--- src/hdl/imrot_pkg.sv ---
`timescale 1ns / 1ps
// ----------------------------------------------------------------------------
// Image rotation package
// Shared types, register indexes, queue sizing and the blend function of the
// rotating frame store.
// ----------------------------------------------------------------------------
package imrot_pkg;

   localparam int CSR_IDX_W = 3;
   localparam int CSR_DATA_W = 16;

   localparam logic [CSR_IDX_W-1:0] CSR_INTERP_MODE = 3'd0;
   localparam logic [CSR_IDX_W-1:0] CSR_COS_Q = 3'd1;
   localparam logic [CSR_IDX_W-1:0] CSR_SIN_Q = 3'd2;
   localparam logic [CSR_IDX_W-1:0] CSR_FRAME_WIDTH = 3'd3;
   localparam logic [CSR_IDX_W-1:0] CSR_FRAME_HEIGHT = 3'd4;

   localparam logic ACTION_LOAD = 1'b0;
   localparam logic ACTION_RENDER = 1'b1;

   localparam logic MODE_NEAREST = 1'b0;
   localparam logic MODE_BILINEAR = 1'b1;

   localparam int QUEUE_DEPTH = 8;
   localparam int QPTR_W = 3;
   localparam int QCNT_W = 4;

   localparam int COORD_W = 12;

   typedef struct packed {
      logic       action;
      logic [7:0] col;
      logic [7:0] row;
      logic [7:0] pixel_in;
   } req_type;

   typedef struct packed {
      logic [7:0] pixel_out;
      logic       outside;
   } rsp_type;

   typedef struct packed {
      logic               interp_mode;
      logic signed [15:0] cos_q;
      logic signed [15:0] sin_q;
      logic [8:0]         frame_width;
      logic [8:0]         frame_height;
   } cfg_type;

   typedef struct packed {
      logic               render;
      logic               store_ok;
      logic               outside;
      logic [COORD_W-1:0] x;
      logic [COORD_W-1:0] y;
      logic [7:0]         fx;
      logic [7:0]         fy;
      logic [7:0]         pixel;
   } qent_type;

   // A zero weight passes the first pixel through without touching the second.
   function automatic logic [7:0] blend(input logic [7:0] p, input logic [7:0] q,
                                        input logic [7:0] w);
      logic [16:0] s;
      if (w == 8'd0) begin
         return p;
      end
      s = 17'(p) * (17'd256 - 17'(w)) + 17'(q) * 17'(w);
      return s[15:8];
   endfunction

endpackage

--- src/hdl/imrot_queue.sv ---
`timescale 1ns / 1ps
// ----------------------------------------------------------------------------
// Image rotation queue
// Short FIFO between the coordinate front end and the frame store back end.
// ----------------------------------------------------------------------------
module imrot_queue import imrot_pkg::*; (
   input  logic              clock,
   input  logic              reset,
   input  logic              push,
   input  qent_type          push_ent,
   input  logic              pop,
   output qent_type          head,
   output logic [QCNT_W-1:0] count,
   output logic              empty
);

   qent_type          entries [QUEUE_DEPTH];
   logic [QPTR_W-1:0] wr_ptr_ff, rd_ptr_ff;
   logic [QCNT_W-1:0] count_ff;

   assign head = entries[rd_ptr_ff];
   assign count = count_ff;
   assign empty = count_ff == '0;

   always_ff @(posedge clock) begin
      if (reset) begin
         wr_ptr_ff <= '0;
         rd_ptr_ff <= '0;
         count_ff <= '0;
      end else begin
         if (push) begin
            wr_ptr_ff <= wr_ptr_ff + 1'b1;
         end
         if (pop) begin
            rd_ptr_ff <= rd_ptr_ff + 1'b1;
         end
         count_ff <= count_ff + QCNT_W'(push) - QCNT_W'(pop);
      end
      if (push) begin
         entries[wr_ptr_ff] <= push_ent;
      end
   end

endmodule

--- config.mk ---
export PLATFORM = sky130hd
export DESIGN_NAME = imrot_queue
export DESIGN_NICKNAME = d
export VERILOG_FILES = /design/src/hdl/imrot_pkg.sv /design/src/hdl/imrot_queue.sv
export SDC_FILE = /design/constraint.sdc
export NUM_CORES = 1
export LEC_CHECK = 0
export BUFFER_PORTS_ARGS = -buffer_cell sky130_fd_sc_hd__buf_2
export CAP_MARGIN = 20
export CELL_PAD_IN_SITES_DETAIL_PLACEMENT = 1
export CELL_PAD_IN_SITES_GLOBAL_PLACEMENT = 2
export CORE_MARGIN = 2
export CORE_UTILIZATION = 42
export CTS_BUF_LIST = sky130_fd_sc_hd__clkbuf_16
export CTS_CLUSTER_DIAMETER = 40
export DETAILED_ROUTE_END_ITERATION = 16
export PLACE_DENSITY_LB_ADDON = 0.1
export SYNTH_ARGS = -nofsm -noshare
export SYNTH_HDL_FRONTEND = slang
export SYNTH_SLANG_ARGS = --single-unit
--- constraint.sdc ---
create_clock -name clock -period 5.4 [get_ports clock]
set_input_delay 0.81 -clock clock [delete_from_list [all_inputs] [get_ports clock]]
set_output_delay 0.81 -clock clock [all_outputs]
set_load 0.01 [all_outputs]
==> results.ini, run 1 <==
[cts]
root_buffer = clkbuf_16
cts_inserted_buffers = 56
path_clk_slew_ns = 0.06
cts_repair_resize_count = 0
hold_buffers = 0
postCtsSetupBuffers = 0
htreeDepth = 2
clock_latency_ns = 0.58
cts_tree = yes
clock_sinks = 421
clk_path_buf_depth = 3

[layout]
synthToLayoutAreaGrowth_pct = 19.5
multiInputGateArea_sq_um = 3240
layout.nets = 878
nFillCells = 3338
finalInstanceArea_sq_um = 19000
drive_gt1_frac = 0.451
seq_area_sq_um = 12500

[detailed_routing]
wire_per_inst_um = 24.3
antenna_left = 0
num_vias = 7133
wirelength_um = 33400
drc = 0
first_pass_iters = 4
drt_iter0_drc = 401
vias_per_cell = 5.20

[floorplanning]
core_area_sq_um = 37500
chipWidth_um = 199
num_rows = 71
io_pins = 111
dieArea_sq_um = 39400
start_util = 0.424
die_h_um = 199

[critical_path]
end_kind = output pin
crit_path_max_incr_delay_ns = 0.96
crit_buf_inv = 2
critical_path_arrival_ns = 3.07
cp_slowest_cell = dfxtp_4
critPathTopFamily = flip-flops
cp.required_ns = 4.59
path_class = reg2out
path_cells = buf_4 -> mux4_2 -> mux2_2 -> buf_2
worstSetupStartpointType = flop
cp_max_fo = 44

[outcome]
status = complete, no violations

[synthesis]
synth_compound_area_frac = 0.00118
yosysWarnings = 0
synth-edff-count = 408
yosys.area.top_type = edfxtp_1
synth_area_per_cell_sq_um = 24.2
async_flop_share = 0
synth_top_area_share = 0.770
synthFlopType = edfxtp_1
synth_fa_ha_area_frac = 0.00676
synth_nets = 720
synth-seq-area-share = 0.787
synth.most_common_cell = edfxtp_1
synthTopCellsByArea = edfxtp_1 (77%), mux4_2 (14%), mux2_2 (3.6%), dfxtp_1 (1.6%), buf_6 (0.57%)
synth_common_cells = edfxtp_1 (408), mux4_2 (102), mux2_2 (51)
synth_simple_gate_area_frac = 0.00802
ys_ff_latch = 421
ys_types = 24
synthXorXnorAreaFrac = 0.00275
muxShareOfSynthArea = 0.182
synth_top_family_by_area = multiplexers
syn_area_sq_um = 15900
syn_inst = 657

[placed_design]
place_congestion = 0.708
hpwl_um = 18600
placed_cell_area_sq_um = 17200
port_buffers = 110

[sta]
finalCritPeriodShare = 0.718
holdWs_ns = 0.497
fin_setup_tns_ns = 0
hold_viol_final = 0
slew_headroom = 0.329
period_needed_ns = 3.88
fmax_mhz = 258
tightestPinTransition_ns = 1.01
setup_violations = 0
fin_skew_ns = 0.0213
rsz0062_at_grt = false
drv_slew = 0

[power]
power.switching_mw = 1.76
switching_share = 0.222
ir_drop_mv = 0.204
combinationalPowerShare = 0.073
seq_power_share = 0.475
leakage_nw = 6.16
p_int_mw = 6.14
pwr-share-clk = 0.452
power_density_nw_per_um2 = 415

[global_route]
antenna_found_initial = 6
grt_pass1_wl_um = 50200
met3_usage = 0.0407
grt-ovfl-total = 0
grt_util_met2 = 0.297
busiest_layer = met2
track_usage = 0.176
grt_start_max_net_pins = 52
met1_usage = 0.226
grt_pass1_vias = 7920

[hold_path]
holdCritPathClass = in2reg

[flow_run]
maxCapViolations = 0

==> layout by cell type (no fill, tap or decap), types with 8 or more instances in the layout <==
master,synthesis,layout
buf_2,6,110
buf_4,1,16
clkbuf_16,0,57
clkinv_2,0,11
clkinv_4,0,8
dfxtp_1,13,10
edfxtp_1,408,408
inv_1,7,11
mux2_2,51,51
mux4_2,102,102
nor2_1,16,10
==> worst paths after layout <==
check | cells after the start | endpoint | startpoint | slack [ns]
hold / removal | 1 | entries[0][36] | push_ent[36] | 0.50
setup reg to reg | 3 | entries[2][41] | wr_ptr_ff[1] | 2.99
setup / recovery | 4 | head[23] | flop | 1.52
hold reg to reg | 2 | flop | rd_ptr_ff[1] | 0.54
==> through the flow <==
step / util / power, mW / cells / worst slack [ns]
floorplan: - / 4.17 / 657 / 0.494
global placement: 0.457 / 4.39 / 1267 / 2.01
detailed placement: 0.458 / 4.41 / 1268 / 1.99
CTS: 0.507 / 7.99 / 1370 / 1.37
global route: 0.507 / 8.15 / 1371 / 1.26
finish: 0.507 / 7.90 / 1372 / 1.52
==> routing by layer <==
| metal | wire, um | up-vias | share of wire |
|---|---|---|---|
| met3 | 1830 | 61 | 0.055 |
| met4 | 758 | 8 | 0.023 |
| met2 | 16900 | 166 | 0.51 |
| met5 | 52 | - | 0.0016 |
| met1 | 13800 | 3788 | 0.41 |
| li1 | - | 3110 | - |
==> power by group through the flow <==
stage | registers [mW] | clock network (mW) | logic (mW)
floorplan | 3.78 | 0 | 0.389
global placement | 3.81 | 0 | 0.572
detailed placement | 3.82 | 0 | 0.589
CTS | 3.75 | 3.65 | 0.592
global route | 3.76 | 3.76 | 0.633
finish | 3.75 | 3.57 | 0.575
==> state kept, by name (all words and copies together) (netlist names), named ones only <==
| register | cells |
|---|---|
| count | 4 |
| entries | 408 |
| rd_ptr_ff | 3 |
| wr_ptr_ff | 3 |
==> cells by family (layout without fill, tap and decap cells) <==
group           Yosys count  count (layout)
simple gates             29              29
xor+xnor                  5               5
other cells               0               2
fa+ha+maj                 8               8
flops                   421             421
compound gates            3               3
mux                     155             155
buf+inv                  36             238
==> final cells by class <==
| type | instances | share of cell area |
|---|---|---|
| antenna | 2 | 0.000263 |
| clock buffer | 57 | 0.0750 |
| clock inverter | 45 | 0.0216 |
| inverter | 7 | 0.00138 |
| multi-input combinational | 200 | 0.171 |
| sequential | 421 | 0.659 |
| tap | 511 | 0.0336 |
| timing repair buffer | 129 | 0.0388 |
(Power assumes the default switching activity.)
==> inputs of run 2 (changes only) <==
clock period = 3.15 ns   (was 5.4 ns; I/O delays follow)
==> run 2 against run 1 <==
Net effect:
- sequential share of layout area grew 0.11 points
- count of clock-buffer cells in the layout shrank 2
- non-clock buffer count grew 3
- register-to-register slack lost 1.8 ns
- total power grew 68%
- hold slack lost 0.33 ns
- critical endpoint is now head[47]
- largest cell class unchanged
- highest routed layer unchanged
==> results.ini, run 2 (synthesis gave the netlist of run 1 again) <==
[flow_run]
maxCapViolations = 0

[global_route]
grt_pass1_vias = 7943
track_usage = 0.175
antenna_found_initial = 2
grt_pass1_wl_um = 49800
grt-ovfl-total = 0
grt_start_max_net_pins = 49

[hold_path]
hold_end = entries[0][36]
holdPathStages = 1
holdCritPathClass = in2reg
min-delay-start = push_ent[36]

[critical_path]
worstSetupStartpointType = flop
r2r-start = wr_ptr_ff[0]
critPathTopFamily = multiplexers
critical_path_arrival_ns = 2.43
crit_buf_inv = 2
rr_endpoint = entries[3][45]
end_kind = output pin
cp.required_ns = 2.68
cp_slowest_cell = mux4_2
reg2reg_depth = 3
path_cells = buf_12 -> mux4_2 -> mux2_2 -> buf_2
reg2reg_slack_ns = 1.22
cp_max_fo = 48
crit_path_max_incr_delay_ns = 0.56
path_class = reg2out

[sta]
setup_violations = 0
fmax_mhz = 344
holdWs_ns = 0.164
tightestPinTransition_ns = 0.724
finalCritPeriodShare = 0.923
drv_slew = 0
slew_headroom = 0.518
fin_skew_ns = 0.0191
hold_viol_final = 0
period_needed_ns = 2.91
rsz0062_at_grt = false

[power]
ir_drop_mv = 0.475
power_density_nw_per_um2 = 698
leakage_nw = 6.13

[layout]
finalInstanceArea_sq_um = 19000
layout_commonest_cell = edfxtp_1
final_cells = 1371
final_cell_mix = edfxtp_1 (408), buf_2 (110), mux4_2 (102), clkbuf_16 (55), mux2_2 (51)
drive_gt1_frac = 0.446
largest_reg_flops = 408
regMostFlops = entries
synthToLayoutAreaGrowth_pct = 19.3
final_util = 0.506
layout.nets = 879

[cts]
cts_tree = yes
htreeDepth = 2
hold_buffers = 0
cts_inserted_buffers = 54
cts_repair_resize_count = 0
path_clk_slew_ns = 0.05
clk_path_buf_depth = 3
root_buffer = clkbuf_16
clock_sinks = 421
postCtsSetupBuffers = 0
clock_latency_ns = 0.57

[detailed_routing]
num_vias = 7138
drc = 0
met2_length_um = 16500
first_pass_iters = 4
wirelength_um = 33100
met1_length_um = 14300
antenna_left = 0
highest_layer = met5
wire_per_inst_um = 24.2
wl_met3_um = 1590
drt_iter0_drc = 330
vias_per_cell = 5.21

[floorplanning]
core_area_sq_um = 37500
dieArea_sq_um = 39400
start_util = 0.424
chipWidth_um = 199
die_h_um = 199
io_pins = 111
num_rows = 71

[placed_design]
place_congestion = 0.694
placed_cell_area_sq_um = 17200
dp_cells = 1271
port_buffers = 110
hpwl_um = 18100

[outcome]
status = complete, no violations

-- run 2: changes by cell type in the layout (fill, tap and decap cells not counted), sizes merged --
cell,previous run,this run
diode,2,1
inv,16,20
clkinv,24,18
bufinv,5,4
buf,129,132
clkbuf,57,55
clkinvlp,7,9
-- run 2: how the worst max path moves through the flow --
stage / slack [ns] / to / cells after the start / startpoint
final: 0.24 / head[47] / 4 / flop
after global routing: 0.07 / head[47] / 4 / flop
after CTS: 0.16 / head[43] / 4 / flop
after detailed placement: 0.78 / head[43] / 4 / flop
after global placement: 0.78 / head[3] / 4 / flop
after floorplan: -0.05 / entries[1][0] / 2 / push
-- run 2: per-layer routing --
| metal | vias to the layer above | global-route usage |
|---|---|---|
| met2 | 161 | 0.290 |
| met1 | 3803 | 0.231 |
| met4 | 2 | 0.0605 |
| met5 | - | 0 |
| li1 | 3116 | - |
| met3 | 56 | 0.0356 |
-- run 2: cell type report --
type                       instances  area, sq um
fill                            3360        18500
clock buffer                      55         1380
inverter                           7         26.3
timing repair buffer             132          791
sequential                       421        12500
tap                              511          639
clock inverter                    44          365
multi-input combinational        200         3260
antenna                            1         2.50
-- run 2: power breakdown --
part | total, mW | internal [mW] | switching (mW)
Clock | 5.82 | 3.52 | 2.30
Sequential | 6.37 | 6.31 | 0.0598
Combinational | 1.05 | 0.498 | 0.554
Total | 13.2 | 10.3 | 2.91
-- run 2: metrics by stage --
step                setup slack [ns]  TNS [ns]  power, mW
floorplan                    -0.0497    -12.06       7.14
global placement               0.779         0       7.52
detailed placement             0.778         0       7.57
CTS                            0.159         0       13.4
global route                  0.0739         0       13.7
finish                         0.243         0       13.2
==> inputs of run 3 (changes only) <==
ABC_AREA = 1   (was default)
CORE_UTILIZATION = 36   (was 42)
==> run 3 against run 2 <==
Net effect:
- sequential share of layout area shrank 9.7 points
- clock power rose by 35%
- critical path depth up 3
- clock skew fell by 0.0024 ns
- sequential power hardly changed
- global-route usage increased by 0.82 points
- register-to-register slack better by 0.08 ns
- critical path type unchanged
- largest cell class unchanged
- largest power group is now the clock network
==> results.ini, run 3 <==
[layout]
regMostFlops = entries
final_cell_mix = nand2_1 (675), inv_1 (436), edfxtp_1 (408), nand3_1 (206), buf_2 (110)
final_util = 0.442
drive_gt1_frac = 0.131
final_cells = 2715
layout.nets = 2044
layout_commonest_cell = nand2_1
largest_reg_flops = 408
synthToLayoutAreaGrowth_pct = 20.9

[synthesis]
ys_ff_latch = 421
synth_common_cells = nand2_1 (675), inv_1 (424), edfxtp_1 (408)
synth-seq-area-share = 0.679
synthTopCellsByArea = edfxtp_1 (67%), nand2_1 (14%), inv_1 (8.6%), nand3_1 (5.6%), dfxtp_1 (1.4%)
syn_area_sq_um = 18400
ys_types = 19
synthFlopType = edfxtp_1
synth_top_area_share = 0.665
synth_nets = 1907
synth_area_per_cell_sq_um = 9.99
yosys.area.top_type = edfxtp_1
async_flop_share = 0
synth.most_common_cell = nand2_1
synth-edff-count = 408
yosysWarnings = 0
syn_inst = 1844

[floorplanning]
chipWidth_um = 230
num_rows = 82
dieArea_sq_um = 53000
start_util = 0.366
core_area_sq_um = 50400
die_h_um = 230
io_pins = 111

[critical_path]
cp.required_ns = 2.68
crit_path_max_incr_delay_ns = 0.58
end_kind = output pin
r2r-start = wr_ptr_ff[0]
path_class = reg2out
reg2reg_slack_ns = 1.30
crit_top_cell = nand2_1
worstSetupStartpointType = flop
cp_slowest_cell = buf_4
cp_max_fo = 54
path_cells = buf_4 -> nand2_1 -> nand3_1 -> nand2_1 -> nand2_1 -> nand2_1 -> buf_2
critPathCapture = head[43]
critical_path_arrival_ns = 2.32
rr_endpoint = entries[3][1]
reg2reg_depth = 3

[cts]
cts_inserted_buffers = 77
clk_path_buf_depth = 3
cts_repair_resize_count = 0
htreeDepth = 3
hold_buffers = 0
clock_sinks = 421
root_buffer = clkbuf_16
path_clk_slew_ns = 0.05
postCtsSetupBuffers = 0
cts_tree = yes
clock_latency_ns = 0.59

[sta]
fmax_mhz = 358
period_needed_ns = 2.80
drv_slew = 0
fin_skew_ns = 0.0167
holdWs_ns = 0.142
setup_violations = 0
hold_viol_final = 0
slew_headroom = 0.382
tightestPinTransition_ns = 0.926
fin_setup_tns_ns = 0
finalCritPeriodShare = 0.888
rsz0062_at_grt = false

[global_route]
track_usage = 0.183
grt_start_max_net_pins = 103
grt_pass1_wl_um = 73300
antenna_found_initial = 5
grt_pass1_vias = 12900
grt-ovfl-total = 0

[power]
combinationalPowerShare = 0.091
power_density_nw_per_um2 = 701
power.switching_mw = 3.75
ir_drop_mv = 0.379
p_int_mw = 11.9
total_power_mw = 15.6
seq_power_share = 0.407
switching_share = 0.240
pwr-share-clk = 0.502
leakage_nw = 10.2

[detailed_routing]
antenna_left = 0
drc = 0
wire_per_inst_um = 17.4
drt_iter0_drc = 476
num_vias = 12300
first_pass_iters = 4
vias_per_cell = 4.52
wirelength_um = 47100

[flow_run]
maxCapViolations = 0

[outcome]
status = complete, no violations

[placed_design]
place_congestion = 0.714
dp_cells = 2574
port_buffers = 110
hpwl_um = 24800

[hold_path]
holdCritPathClass = in2reg

[run 3: cell types whose count changed after synthesis, sizes merged, moves of 3 or more]
cell,previous run,this run
a21oi,2,7
xor2,3,0
inv,7,425
nand2b,4,0
nand3,1,206
mux4,102,0
o21ai,0,4
buf,16,66
mux2,51,0
nand2,4,675
[run 3: metal layers]
layer / GRT usage / vias to the layer above / routed length (um)
li1: - / 6029 / -
met1: 0.235 / 5960 / 21600
met2: 0.309 / 181 / 22700
met3: 0.0358 / 84 / 1830
met4: 0.0599 / 6 / 942
met5: 0 / - / 34
[run 3: worst max-delay path: cells and delay by family, from the launching register on]
kind          cells  cell delay, ns
simple gates      5            0.43
flops             1            0.55
buf+inv           2            0.73
[run 3: cells by family after synthesis]
group                      Yosys count  synth area share
and+or+nand+nor                    899             0.197
xor gates and xnor gates             1          0.000476
adders and majority gates            8           0.00584
buffers and inverters              504             0.114
DFF                                421             0.679
AOI/OAI and AO/OA                   11           0.00299
[run 3: final cells by class]
type | count | area, sq um
multi-input combinational | 919 | 3870
antenna | 2 | 5.00
fill | 5562 | 28100
inverter | 426 | 1610
tap | 672 | 841
sequential | 421 | 12500
timing repair buffer | 136 | 933
clock inverter | 60 | 512
clock buffer | 79 | 1980
[run 3: power groups by stage]
stage	clock network [mW]	registers, mW	logic, mW
after CTS	8.03	6.36	1.47
after detailed placement	0	6.46	1.45
after global placement	0	6.46	1.43
after global routing	8.28	6.37	1.62
final	7.84	6.36	1.42
after floorplan	0	6.46	0.906
[run 3: through the flow]
stage	setup WS, ns	area (sq um)
global placement	0.942	19800
floorplan	-0.291	18400
finish	0.353	22300
detailed placement	0.923	19800
global route	0.132	22300
CTS	0.284	22300
[run 3: worst min-delay path by stage]
| stage | cells after the start | start | endpoint |
|---|---|---|---|
| after floorplan | 2 | wr_ptr_ff[0] | wr_ptr_ff[0] |
| after global placement | 2 | wr_ptr_ff[0] | wr_ptr_ff[0] |
| after detailed placement | 2 | wr_ptr_ff[0] | wr_ptr_ff[0] |
| after CTS | 1 | push_ent[38] | entries[0][38] |
| after global routing | 1 | push_ent[23] | entries[3][23] |
| final | 2 | reset | count[1] |
